File: src/sv/tlsm_pkg.sv
// Shared types and constants for the triangle list to strip merger.
// Depends on nothing; every other file of the block imports it.
package tlsm_pkg;

   // Width of the index fields on the channels.
   localparam int IndexWidth = 16;
   // Default for the number of index bits that take part in compares.
   localparam int IndexBitsDefault = 16;
   // One triangle causes at most this many results.
   localparam int MaxResults = 6;
   localparam int CountBits = $clog2(MaxResults + 1);

   // Strip command codes on the result channel.
   typedef enum logic [1:0] {
      CMD_BEGIN = 2'd0,
      CMD_EMIT  = 2'd1,
      CMD_END   = 2'd2
   } cmd_type;

   // One triangle as it arrives on the request channel.
   typedef struct packed {
      logic [IndexWidth-1:0] index_a;
      logic [IndexWidth-1:0] index_b;
      logic [IndexWidth-1:0] index_c;
      logic                  first_of_draw;
      logic                  last_of_draw;
   } tri_type;

   // One result on the response channel.
   typedef struct packed {
      cmd_type               command;
      logic [IndexWidth-1:0] vertex_index;
      logic                  last_of_run;
   } result_type;

   // All results caused by one triangle, entry zero goes out first.
   typedef struct packed {
      result_type [MaxResults-1:0] entries;
      logic [CountBits-1:0]        count;
   } batch_type;

endpackage

File: src/sv/tlsm_if.sv
// Valid/ready channel interfaces for the triangle list to strip merger.
// Depends on tlsm_pkg for the payload types.
interface tlsm_req_if
   import tlsm_pkg::*;
();
   logic    valid;
   logic    ready;
   tri_type data;

   modport source (output valid, output data, input ready);
   modport sink (input valid, input data, output ready);
endinterface

interface tlsm_rsp_if
   import tlsm_pkg::*;
();
   logic       valid;
   logic       ready;
   result_type data;

   modport source (output valid, output data, input ready);
   modport sink (input valid, input data, output ready);
endinterface

File: src/sv/tlsm_strip_core.sv
// Strip decision logic: previous triangle, parity and strip state, and the
// result list that one accepted triangle causes. Depends on tlsm_pkg.
module tlsm_strip_core
   import tlsm_pkg::*;
#(
   parameter int INDEX_BITS = IndexBitsDefault
) (
   input  logic      clock,
   input  logic      reset,
   input  logic      accept,
   input  tri_type   tri_in,
   output batch_type batch
);

   // Only the low bits of each index take part; never more than the field holds.
   localparam int KeepBits = (INDEX_BITS < IndexWidth) ? INDEX_BITS : IndexWidth;

   logic [KeepBits-1:0] prev_first_ff, prev_first_in;
   logic [KeepBits-1:0] prev_second_ff, prev_second_in;
   logic [KeepBits-1:0] prev_third_ff, prev_third_in;
   logic                even_ff, even_in;
   logic                open_ff, open_in;

   logic [KeepBits-1:0] idx_a, idx_b, idx_c;
   logic                cont;
   logic [CountBits-1:0] k;

   assign idx_a = tri_in.index_a[KeepBits-1:0];
   assign idx_b = tri_in.index_b[KeepBits-1:0];
   assign idx_c = tri_in.index_c[KeepBits-1:0];

   // A triangle continues the strip when its leading edge matches the
   // trailing edge of the previous one, with the winding set by parity.
   always_comb begin
      cont = 1'b0;
      if (open_ff && !tri_in.first_of_draw) begin
         if (!even_ff) begin
            cont = (idx_a == prev_third_ff) && (idx_b == prev_second_ff);
         end else begin
            cont = (idx_a == prev_first_ff) && (idx_b == prev_third_ff);
         end
      end
   end

   // Build the result list and the next state for this triangle.
   always_comb begin
      batch = '0;
      k = '0;
      even_in = even_ff;
      open_in = open_ff;
      if (cont) begin
         batch.entries[k] = '{CMD_EMIT, IndexWidth'(idx_c), 1'b0};
         k = k + 1'b1;
         even_in = !even_ff;
      end else begin
         if (open_ff) begin
            batch.entries[k] = '{CMD_END, '0, 1'b0};
            k = k + 1'b1;
         end
         batch.entries[k] = '{CMD_BEGIN, '0, 1'b0};
         k = k + 1'b1;
         batch.entries[k] = '{CMD_EMIT, IndexWidth'(idx_a), 1'b0};
         k = k + 1'b1;
         batch.entries[k] = '{CMD_EMIT, IndexWidth'(idx_b), 1'b0};
         k = k + 1'b1;
         batch.entries[k] = '{CMD_EMIT, IndexWidth'(idx_c), 1'b0};
         k = k + 1'b1;
         even_in = 1'b0;
         open_in = 1'b1;
      end
      if (tri_in.last_of_draw) begin
         batch.entries[k] = '{CMD_END, '0, 1'b0};
         k = k + 1'b1;
         even_in = 1'b0;
         open_in = 1'b0;
      end
      // The final result of the list closes the run of this triangle.
      batch.entries[k - 1'b1].last_of_run = 1'b1;
      batch.count = k;
      prev_first_in = idx_a;
      prev_second_in = idx_b;
      prev_third_in = idx_c;
   end

   // State registers advance only on an accepted transaction.
   always_ff @(posedge clock) begin
      if (reset) begin
         prev_first_ff <= '0;
         prev_second_ff <= '0;
         prev_third_ff <= '0;
         even_ff <= 1'b0;
         open_ff <= 1'b0;
      end else if (accept) begin
         prev_first_ff <= prev_first_in;
         prev_second_ff <= prev_second_in;
         prev_third_ff <= prev_third_in;
         even_ff <= even_in;
         open_ff <= open_in;
      end
   end

   // A triangle that ends its draw leaves no strip open and odd parity.
   assert property (@(posedge clock) disable iff (reset)
      accept && tri_in.last_of_draw |=> !open_ff && !even_ff)
      else $error("strip left open after last triangle of draw");

   // Any other accepted triangle leaves a strip open.
   assert property (@(posedge clock) disable iff (reset)
      accept && !tri_in.last_of_draw |=> open_ff)
      else $error("no open strip after triangle");

   // A continuing triangle flips the parity.
   assert property (@(posedge clock) disable iff (reset)
      accept && cont && !tri_in.last_of_draw |=> even_ff != $past(even_ff))
      else $error("parity did not flip on continuation");

endmodule

File: src/sv/tlsm_result_queue.sv
// Result buffer: holds the list of one triangle and sends it out one
// result per cycle while the receiver is ready, shifting toward the head. Depends on tlsm_pkg, tlsm_if.
module tlsm_result_queue
   import tlsm_pkg::*;
(
   input  logic              clock,
   input  logic              reset,
   input  logic              load,
   input  batch_type         batch_in,
   output logic              load_ok,
   tlsm_rsp_if.source        rsp
);

   result_type [MaxResults-1:0] entries_ff, entries_in;
   logic [CountBits-1:0]        count_ff, count_in;
   logic                        pop;

   assign rsp.valid = (count_ff != '0);
   assign rsp.data = entries_ff[0];
   assign pop = rsp.valid && rsp.ready;
   // A new list may enter when the buffer is empty or drains in this cycle.
   assign load_ok = (count_ff == '0) || ((count_ff == CountBits'(1)) && pop);

   // Next contents: a fresh list, or the current one moved up one place.
   always_comb begin
      entries_in = entries_ff;
      count_in = count_ff;
      if (load) begin
         entries_in = batch_in.entries;
         count_in = batch_in.count;
      end else if (pop) begin
         for (int i = 0; i < MaxResults - 1; i++) begin
            entries_in[i] = entries_ff[i + 1];
         end
         count_in = count_ff - 1'b1;
      end
   end

   always_ff @(posedge clock) begin
      if (reset) begin
         count_ff <= '0;
      end else begin
         count_ff <= count_in;
      end
   end

   always_ff @(posedge clock) begin
      entries_ff <= entries_in;
   end

   // The fill count never runs past the list length.
   assert property (@(posedge clock) disable iff (reset)
      count_ff <= CountBits'(MaxResults))
      else $error("result buffer overfilled");

   // The run marker sits exactly on the last result held.
   assert property (@(posedge clock) disable iff (reset)
      rsp.valid |-> (rsp.data.last_of_run == (count_ff == CountBits'(1))))
      else $error("run marker misplaced");

   // A loaded list takes the place of whatever was there.
   assert property (@(posedge clock) disable iff (reset)
      load |=> (count_ff == $past(batch_in.count)) && (count_ff != '0))
      else $error("list not loaded");

endmodule

File: src/sv/triangle_list_strip_merger.sv
// Triangle list to strip merger. The first result of an accepted triangle
// is offered in the cycle after acceptance. One triangle per cycle while each
// causes one result and the output is ready; otherwise one result per cycle
// while ready, and a new triangle waits until the last result goes out.
// Synchronous active-high reset clears strip state and empties the buffer.
module triangle_list_strip_merger
   import tlsm_pkg::*;
#(
   parameter int INDEX_BITS = IndexBitsDefault
) (
   input  logic       clock,
   input  logic       reset,
   tlsm_req_if.sink   req,
   tlsm_rsp_if.source rsp
);

   batch_type batch;
   logic      load_ok;
   logic      accept;

   assign req.ready = load_ok;
   assign accept = req.valid && load_ok;

   // Strip decision and state.
   tlsm_strip_core #(
      .INDEX_BITS(INDEX_BITS)
   ) u_core (
      .clock (clock),
      .reset (reset),
      .accept(accept),
      .tri_in(req.data),
      .batch (batch)
   );

   // Result buffer toward the output channel.
   tlsm_result_queue u_queue (
      .clock   (clock),
      .reset   (reset),
      .load    (accept),
      .batch_in(batch),
      .load_ok (load_ok),
      .rsp     (rsp)
   );

endmodule
File: src/flat_wrapper.sv
// flat-port wrapper written by rule: the top's interface ports become plain ports
module triangle_list_strip_merger_flat import tlsm_pkg::*;
#(
   parameter int INDEX_BITS = IndexBitsDefault
)
  (clock, reset, req_valid, req_data, req_ready, rsp_valid, rsp_data, rsp_ready);
  tlsm_req_if req_i ();
  tlsm_rsp_if rsp_i ();
  input  logic clock;
  input  logic reset;
  input wire logic [$bits(req_i.valid)-1:0] req_valid;
  input wire logic [$bits(req_i.data)-1:0] req_data;
  output wire logic [$bits(req_i.ready)-1:0] req_ready;
  output wire logic [$bits(rsp_i.valid)-1:0] rsp_valid;
  output wire logic [$bits(rsp_i.data)-1:0] rsp_data;
  input wire logic [$bits(rsp_i.ready)-1:0] rsp_ready;
  assign req_i.valid = req_valid;
  assign req_i.data = req_data;
  assign req_ready = req_i.ready;
  assign rsp_valid = rsp_i.valid;
  assign rsp_data = rsp_i.data;
  assign rsp_i.ready = rsp_ready;
  triangle_list_strip_merger #(.INDEX_BITS(INDEX_BITS)) u_core (.clock(clock), .reset(reset), .req(req_i), .rsp(rsp_i));
endmodule
File: config.mk
export PLATFORM = sky130hd
export DESIGN_NAME = triangle_list_strip_merger_flat
export DESIGN_NICKNAME = d
export VERILOG_FILES = /design/src/sv/tlsm_pkg.sv /design/src/sv/tlsm_if.sv /design/src/sv/tlsm_strip_core.sv /design/src/sv/tlsm_result_queue.sv /design/src/sv/triangle_list_strip_merger.sv /design/src/flat_wrapper.sv
export SDC_FILE = /design/constraint.sdc
export NUM_CORES = 1
export LEC_CHECK = 0
export ABC_AREA = 1
export BUFFER_PORTS_ARGS = -buffer_cell sky130_fd_sc_hd__buf_2
export CAP_MARGIN = 20
export CORE_AREA = 8 8 249 131
export CTS_CLUSTER_SIZE = 16
export DETAILED_ROUTE_END_ITERATION = 12
export DIE_AREA = 0 0 257 139
export PLACE_DENSITY = 0.49
export SYNTH_ARGS = -nofsm -noshare
export SYNTH_HDL_FRONTEND = slang
export SYNTH_SLANG_ARGS = --single-unit
export TNS_END_PERCENT = 100
File: constraint.sdc
create_clock -name clock -period 6 [get_ports clock]
set_input_delay 0.6 -clock clock [delete_from_list [all_inputs] [get_ports clock]]
set_output_delay 0.6 -clock clock [all_outputs]
set_load 0.005 [all_outputs]
## Yosys cells after proc, flatten, opt, wreduce, memory -nomap -nowiden

Cells that the tools add are included.

| cells by class | value |
|---|---|
| equality and inequality tests | 6 |
| bitwise gates (word level) | 5 |
| muxes and demuxes | 35 |
| $lt $le $gt $ge | 12 |
| add/sub/neg operators | 7 |
| reduce and logical (&&, ||, !) cells | 19 |

Operator list:

| operator | count |
|---|---|
| $bwmux 114 | 4 |
| $demux 19 s3 | 6 |
| $mux 95 | 3 |
| $mux 19 | 8 |
| $and 19x114->114 | 1 |
| $mux 114 | 1 |
| $not 114->114 | 1 |
| $and 108x108->108 | 1 |
| $not 108->108 | 1 |
| $eq 16x16->1 | 4 |
| $lt 3x4->1 const B | 6 |
| $ge 3x1->1 const B | 6 |
| $add 3x1->3 const B | 5 |
| $mux 3 | 5 |
| $logic_and 1x1->1 | 12 |
| $mux 1 | 8 |
| $or 6x6->6 | 1 |
| $sub 3x1->3 const B | 2 |
| $eq 3x1->1 const B | 1 |
| $logic_not 3->1 | 1 |
| $reduce_bool 3->1 | 1 |
| $logic_not 1->1 | 2 |
| $ne 2x2->1 const B | 1 |
| $reduce_and 2->1 | 1 |
| 2 further kinds | 2 |

| word-level totals | value |
|---|---|
| register bits | 167 |
| bits of input ports | 54 |
| logic and storage cells | 108 |

## Depth between registers and ports, before layout

Gate-level depths: netlist of the first run.

| logic depth | value |
|---|---|
| word-level depth | 19 |
| mapped depth | 14 |
| gate-level depth less buffers | 13 |

## Modules after synthesis

A second synthesis of the first run with hierarchy kept.

| unflattened totals | value |
|---|---|
| cells, all modules | 1085 |
| area, all modules | 8788.4 um2 |

Modules (own cells, without submodules):

| module | cells each | area an instance (um2) | sequential area each (um2) | times used |
|---|---|---|---|---|
| tlsm_result_queue | 478 | 4999.8 | 3483.3 | 1 |
| tlsm_strip_core | 605 | 3781.1 | 1001.0 | 1 |
| triangle_list_strip_merger | 2 | 7.5 | 0.0 | 1 |

## Worst setup path after synthesis of the first run

No wires, ideal clock.

| path | value |
|---|---|
| path type | register -> register |
| from | register u_core.u_queue.count_ff[0] |
| to | register u_core.u_queue.entries_ff[19] (netlist name), enable pin |
| arrival | 2.982 ns |
| cell stages (with the launch flop) | 9 |
| path slack | 2.117 ns |
| clock period less this slack | 3.883 ns |
| required time | 5.100 ns |
| cells stage by stage | dfxtp_1 inv_1 ha_1 nand2_1 nand2_1 nand2_1 buf_2 clkbuf_1 nand2_1 |

| between the ends | value |
|---|---|
| word-level cells in the longest chain between the ends | 6 |

Ends and longest elaborated chain:

| element | RTL line | source |
|---|---|---|
| start: declaration | tlsm_result_queue.sv:15 | `logic [CountBits-1:0] count_ff, count_in;` |
| start signal: assignment | tlsm_result_queue.sv:43 | `count_ff <= count_in;` |
| $reduce_bool 3->1 | tlsm_result_queue.sv:18 | `assign rsp.valid = (count_ff != '0);` |
| via rsp_valid | flat_wrapper.sv:14 | `output wire logic [$bits(rsp_i.valid)-1:0] rsp_valid;` |
| $logic_and 1x1->1 | tlsm_result_queue.sv:20 | `assign pop = rsp.valid && rsp.ready;` |
| $logic_and 1x1->1 | tlsm_result_queue.sv:22 | `assign load_ok = (count_ff == '0) \|\| ((count_ff == CountBits'(1)) && pop);` |
| $logic_or 1x1->1 | tlsm_result_queue.sv:22 |  |
| via req_ready | flat_wrapper.sv:13 | `output wire logic [$bits(req_i.ready)-1:0] req_ready;` |
| $logic_and 1x1->1 | triangle_list_strip_merger.sv:22 | `assign accept = req.valid && load_ok;` |
| $reduce_bool 2->1 (no source line) | -- |  |
| end signal: assignment | tlsm_result_queue.sv:48 | `entries_ff <= entries_in;` |
| end: declaration | tlsm_result_queue.sv:14 | `result_type [MaxResults-1:0] entries_ff, entries_in;` |

The timed path passes the listed nets, and every way through them passes these cells.
A chain may end at the register's enable or synchronous reset.

==> impl_metrics.py, run 1 <==
metrics = {
    "outcome": {
        "status": "complete, no violations",
    },
    "sta": {
        "period_share": 0.5209,
        "worst_clock_skew_ps": 16.61,
        "fin_crit_ps": 3125,
        "max_slew.worst_pin.slew_ps": 911.6,
        "worst_slack_ps": 2875,
        "rsz0062_at_grt": "no",
        "relSlewSlack": 0.3923,
        "fmax_mhz": 320.0,
        "finalHoldViolCount": 0,
        "finalSetupViolations": 0,
        "drv_slew": 0,
        "setup_tns_ps": 0,
    },
    "synth": {
        "ys_types": 27,
        "synthFlopType": "edfxtp_1",
        "synth-edff-count": 97,
        "syn-cell-area_um2": 7196,
        "synth_top_area_cell": "edfxtp_1",
        "ys_ff_latch": 150,
        "netlist_instances": 792,
        "synth_top_area_share": 0.4048,
        "avgSynthCellArea_um2": 9.085,
        "async_flop_share": 0,
        "synth_area_leaders": "edfxtp_1 (40%), dfxtp_1 (15%), nand2_1 (14%)",
        "yosys_warnings": 0,
        "ys_seq_area_frac": 0.5523,
        "syn-num-nets": 854,
    },
    "route": {
        "vias": 5177,
        "wl_met1_mm": 10.55,
        "wl_met3_um": 915,
        "firstDrtPassIters": 5,
        "dr_wl_met2_mm": 8.107,
        "vias_per_cell": 4.155,
        "drc": 0,
        "routed_wl_mm": 19.61,
        "routedWlPerCell_um": 15.74,
        "drt_iter0_drc": 446,
        "ant_nets": 0,
        "dr.max_layer_used": "met4",
    },
    "worst_setup_path": {
        "critPathArrivalTime_ps": 3380,
        "crit_fanout": 48,
        "ff2ff_setup_slack_ps": 2870,
        "cp.required_ps": 6260,
        "worstSetupStartpoint": "u_core.u_queue.count_ff[0]",
        "worst-setup-path-type": "reg -> reg",
        "end_kind": "flop",
        "critPathLaunchType": "flop",
        "r2r_start": "u_core.u_queue.count_ff[0]",
    },
    "clocking": {
        "cts.repair.resized": 0,
        "clk_pin_slew_ps": 70,
        "cts_sinks": 150,
        "cts_buffers": 17,
        "cts_tree": "built",
        "cts.path.max_buffers": 2,
        "clk_latency_ps": 430,
        "clockRootBuffer": "clkbuf_16",
        "cts_setup_buffers": 0,
        "cts_hold_buf": 0,
        "htree_levels": 4,
    },
    "grt": {
        "grtUsageTotal": 0.1101,
        "grt_pass1_vias": 5190,
        "grt_pass1_wl_mm": 30.69,
        "grt.overflow.total": 0,
        "grt_max_degree": 86,
        "antenna_found_initial": 0,
    },
    "floorplanning": {
        "die_area_um2": 35720,
        "num_rows": 45,
        "die_x_um": 257,
        "die_h_um": 139,
        "start_util": 0.2444,
        "coreArea_um2": 29450,
        "top_level_ports": 75,
    },
    "power": {
        "p_leak_nw": 3.198,
        "powerDensity_nw_per_um2": 536.8,
        "ir_drop_uv": 606.5,
    },
    "finish": {
        "final_cell_mix": "nand2_1 (263), edfxtp_1 (97), buf_2 (74), o21ai_0 (55), xnor2_1 (54)",
        "fin_nets": 896,
        "antenna_cells": 0,
        "regArea_um2": 3974,
        "drive_gt1_frac": 0.1440,
        "multi_input_area_um2": 2719,
        "mostFrequentLayoutCell": "nand2_1",
        "fillers": 3171,
        "area_growth_pct": 16.19,
    },
    "min_path": {
        "hold_path.class": "reg -> reg",
        "worstHoldStart": "u_core.u_core.prev_second_ff[2]",
    },
    "flow_run": {
        "cap_viol_max_count": 0,
    },
    "place": {
        "place.gp.congestion": 0.7494,
        "io_buffers": 74,
        "post-dp-hpwl_mm": 12.98,
        "dp_worst_setup_slack_ps": 2705,
    },
}
==> logic make-up after synthesis <==
logic type | count (synthesis) | share of synthesized area
xor gates and xnor gates | 55 | 0.06694
AOI/OAI and AO/OA | 155 | 0.1202
and+or+nand+nor | 319 | 0.1747
DFF | 150 | 0.5523
buffers and inverters | 105 | 0.07199
adders and majority gates | 8 | 0.01391
==> synthesized netlist by cell type (3+ instances only) <==
library cell and count:
o21ai_1 14, inv_1 48, clkbuf_1 17, o21ai_0 55, buf_4 26, nand3_1 3, ha_1 8, buf_2 9
edfxtp_1 97, nand2_1 265, nor2_1 43, dfxtp_1 53, xnor2_1 54, o21bai_1 32, a21oi_1 51
==> sequential cells by signal, indices dropped and copies added, names as in the netlist <==
| register | cells |
|---|---|
| u_core.u_queue.entries_ff | 78 |
| u_core.u_queue.rsp.data | 19 |
| u_core.u_core.prev_first_ff | 16 |
| u_core.u_core.prev_second_ff | 16 |
| u_core.u_core.prev_third_ff | 16 |
| u_core.u_queue.count_ff | 3 |
| u_core.u_core.even_ff | 1 |
| u_core.u_core.open_ff | 1 |
==> path summary, 6_finish.rpt <==
| check | end | cells past startpoint |
|---|---|---|
| setup reg to reg | u_core.u_queue.entries_ff[41] | 10 |
| hold reg to reg | u_core.u_core.prev_second_ff[2] | 2 |
| setup / recovery | u_core.u_queue.entries_ff[41] | 10 |
| hold / removal | u_core.u_core.prev_second_ff[2] | 2 |
==> power breakdown <==
| part | total, mW | switching, mW | leakage (nW) | internal, mW |
|---|---|---|---|---|
| clock | 1.05 | 0.451 | 0.264 | 0.596 |
| combinational | 1.52 | 1.03 | 1.53 | 0.493 |
| sequential | 1.92 | 0.157 | 1.40 | 1.76 |
==> final cells by class <==
cell class | count | share of cell area
inverter | 49 | 0.02200
timing repair buffer | 79 | 0.04879
tap | 399 | 0.05971
clock inverter | 13 | 0.01482
clock buffer | 19 | 0.05418
sequential | 150 | 0.4753
multi-input combinational | 537 | 0.3252
==> critical path, cell delays in order, from the launching register on <==
cell	delay [ps]
dfxtp_1	330
inv_1	100
ha_1	160
nand2_1	80
nand2_1	130
nand2_4	310
inv_2	660
buf_4	510
nand2_1	170
o21ai_0	290
o21bai_1	170
==> per-layer routing <==
metal | vias up | track usage
li1 | 2649 | -
met1 | 2437 | 0.1615
met2 | 87 | 0.1535
met3 | 4 | 0.03324
met4 | 0 | 0.02816
met5 | - | 0
==> per-stage QoR <==
step | cells | power (mW) | util | hold slack, ps | area [um2]
after floorplan | 792 | 3.090 | - | 457.0 | 7196
after global placement | 1214 | 3.473 | 0.2643 | 464.9 | 7784
after detailed placement | 1214 | 3.484 | 0.2643 | 468.1 | 7784
after CTS | 1246 | 4.553 | 0.2839 | 454.0 | 8361
after global routing | 1246 | 4.830 | 0.2839 | 468.0 | 8361
final | 1246 | 4.488 | 0.2839 | 476.4 | 8361
Power figures use the tool's default switching activity.
==> inputs of run 2 (changes only) <==
Settings changed: PLACE_DENSITY 0.49 to 0.51.
Clock period 6 ns to 2.6 ns, I/O delays scaled along.
==> run 2 against run 1 <==
- critical path depth up 1
- global-route usage is essentially flat
- worst hold slack worse by 340 ps
- via count rose by 2.1%
- first-iteration DRC count down 15%
- combinational power is 140% higher
- clock power is 140% higher
- total power up 140%
- critical path type unchanged
==> impl_metrics.py, run 2 (synthesis gave the netlist of run 1 again) <==
metrics = {
    "grt": {
        "grt.overflow.total": 0,
        "grt_pass1_vias": 5147,
        "grt_pass1_wl_mm": 30.42,
        "grtUsageTotal": 0.1098,
        "grt_max_degree": 85,
        "antenna_found_initial": 0,
    },
    "floorplanning": {
        "num_rows": 45,
        "die_h_um": 139,
        "die_x_um": 257,
        "coreArea_um2": 29450,
        "start_util": 0.2444,
        "die_area_um2": 35720,
        "top_level_ports": 75,
    },
    "worst_setup_path": {
        "worstSetupStartpoint": "u_core.u_core.prev_third_ff[0]",
        "cpMostUsedCell": "nand2_1",
        "worst-setup-path-type": "reg -> reg",
        "crit_chain": "xnor2_1, nand2_1, nor2_1, nand2_1, nor2_1, nand2_1, nand2_1, nand3_4, nand2_2, buf_4, o21bai_1",
        "max_stage_delay_ps": 400,
        "end_kind": "flop",
        "r2r_start": "u_core.u_core.prev_third_ff[0]",
        "critPathArrivalTime_ps": 2450,
        "cp.required_ps": 2780,
        "critPathLaunchType": "flop",
        "slowest_stage": "dfxtp_1",
        "crit_fanout": 16,
    },
    "sta": {
        "max_slew.worst_pin.slew_ps": 810.8,
        "drv_slew": 0,
        "worst_clock_skew_ps": 12.89,
        "period_share": 0.8713,
        "relSlewSlack": 0.4595,
        "fin_crit_ps": 2265,
        "rsz0062_at_grt": "no",
        "setup_tns_ps": 0,
        "fmax_mhz": 441.4,
        "finalHoldViolCount": 0,
        "finalSetupViolations": 0,
        "worst_slack_ps": 334.7,
    },
    "finish": {
        "final_cell_area_um2": 8489,
        "mostFrequentLayoutCell": "nand2_1",
        "fillers": 3136,
        "fin_nets": 902,
        "largest_reg_flops": 78,
        "area_growth_pct": 17.98,
        "top_register": "u_core.u_queue.entries_ff",
        "drive_gt1_frac": 0.1465,
        "final_cell_mix": "nand2_1 (263), edfxtp_1 (97), buf_2 (74), o21ai_0 (55), xnor2_1 (54)",
    },
    "clocking": {
        "cts_buffers": 17,
        "cts_hold_buf": 0,
        "cts.repair.resized": 0,
        "cts.path.max_buffers": 2,
        "clk_latency_ps": 430,
        "cts_tree": "built",
        "clk_pin_slew_ps": 60,
        "cts_setup_buffers": 0,
        "cts_sinks": 150,
        "htree_levels": 4,
        "clockRootBuffer": "clkbuf_16",
    },
    "power": {
        "powerDensity_nw_per_um2": 1247,
        "ir_drop_uv": 1338,
        "p_leak_nw": 3.277,
    },
    "route": {
        "vias": 5288,
        "routed_wl_mm": 19.15,
        "ant_nets": 0,
        "firstDrtPassIters": 5,
        "routedWlPerCell_um": 15.28,
        "drc": 0,
        "drt_iter0_drc": 377,
        "vias_per_cell": 4.220,
    },
    "outcome": {
        "status": "complete, no violations",
    },
    "flow_run": {
        "cap_viol_max_count": 0,
    },
    "min_path": {
        "worstHoldStart": "req_data[16]",
        "hold_path.class": "in -> reg",
    },
    "place": {
        "dp_worst_setup_slack_ps": 322.5,
        "place.gp.congestion": 0.7444,
        "post-dp-hpwl_mm": 12.98,
        "place_area_um2": 7879,
        "io_buffers": 74,
    },
}
[run 2: where the power goes]
| group | leakage (nW) | switching, mW | internal [mW] |
|---|---|---|---|
| Combinational | 1.58 | 2.33 | 1.27 |
| Sequential | 1.40 | 0.370 | 4.05 |
| Clock | 0.298 | 0.986 | 1.57 |
[run 2: worst paths after layout]
| check | end | slack (ps) | cells past startpoint |
|---|---|---|---|
| hold reg to reg | u_core.u_core.prev_first_ff[15] | 480 | 2 |
| setup reg to reg | u_core.u_queue.entries_ff[49] | 330 | 11 |
| hold / removal | u_core.u_queue.entries_ff[91] | 140 | 3 |
| setup / recovery | u_core.u_queue.entries_ff[49] | 330 | 11 |
[run 2: stage by stage]
stage	util	cells	hold slack [ps]	power (mW)
after global routing	0.2882	1252	134.0	11.37
after floorplan	-	792	435.7	7.073
after global placement	0.2676	1220	465.8	8.087
after CTS	0.2882	1252	112.5	10.71
final	0.2883	1253	137.0	10.58
after detailed placement	0.2676	1220	469.9	8.110
[run 2: layer usage]
| layer | track usage | up-vias | wire [um] |
|---|---|---|---|
| met5 | 0 | - | 0 |
| met4 | 0.03024 | 0 | 209 |
| met3 | 0.03124 | 22 | 1036 |
| met2 | 0.1459 | 121 | 7475 |
| met1 | 0.1671 | 2475 | 10430 |
| li1 | - | 2670 | - |
[run 2: area by class of cell]
type | count | area [um2] | area share
inverters | 49 | 183.9 | 0.02167
clock buffers | 25 | 516.7 | 0.06087
multi-input cells | 537 | 2719 | 0.3203
repair buffers | 85 | 503.0 | 0.05925
diodes | 1 | 2.502 | 0.0002948
flip-flops and latches | 150 | 3974 | 0.4681
clock inverters | 7 | 91.34 | 0.01076
well taps | 399 | 499.2 | 0.05881
[run 2: worst max-delay path, delay by kind of cell (launching register included)]
kind,cells,cell delay (ps)
DFF,1,400
xor gates and xnor gates,1,150
and+or+nand+nor,8,1100
AOI/OAI and AO/OA,1,100
buffers and inverters,1,260
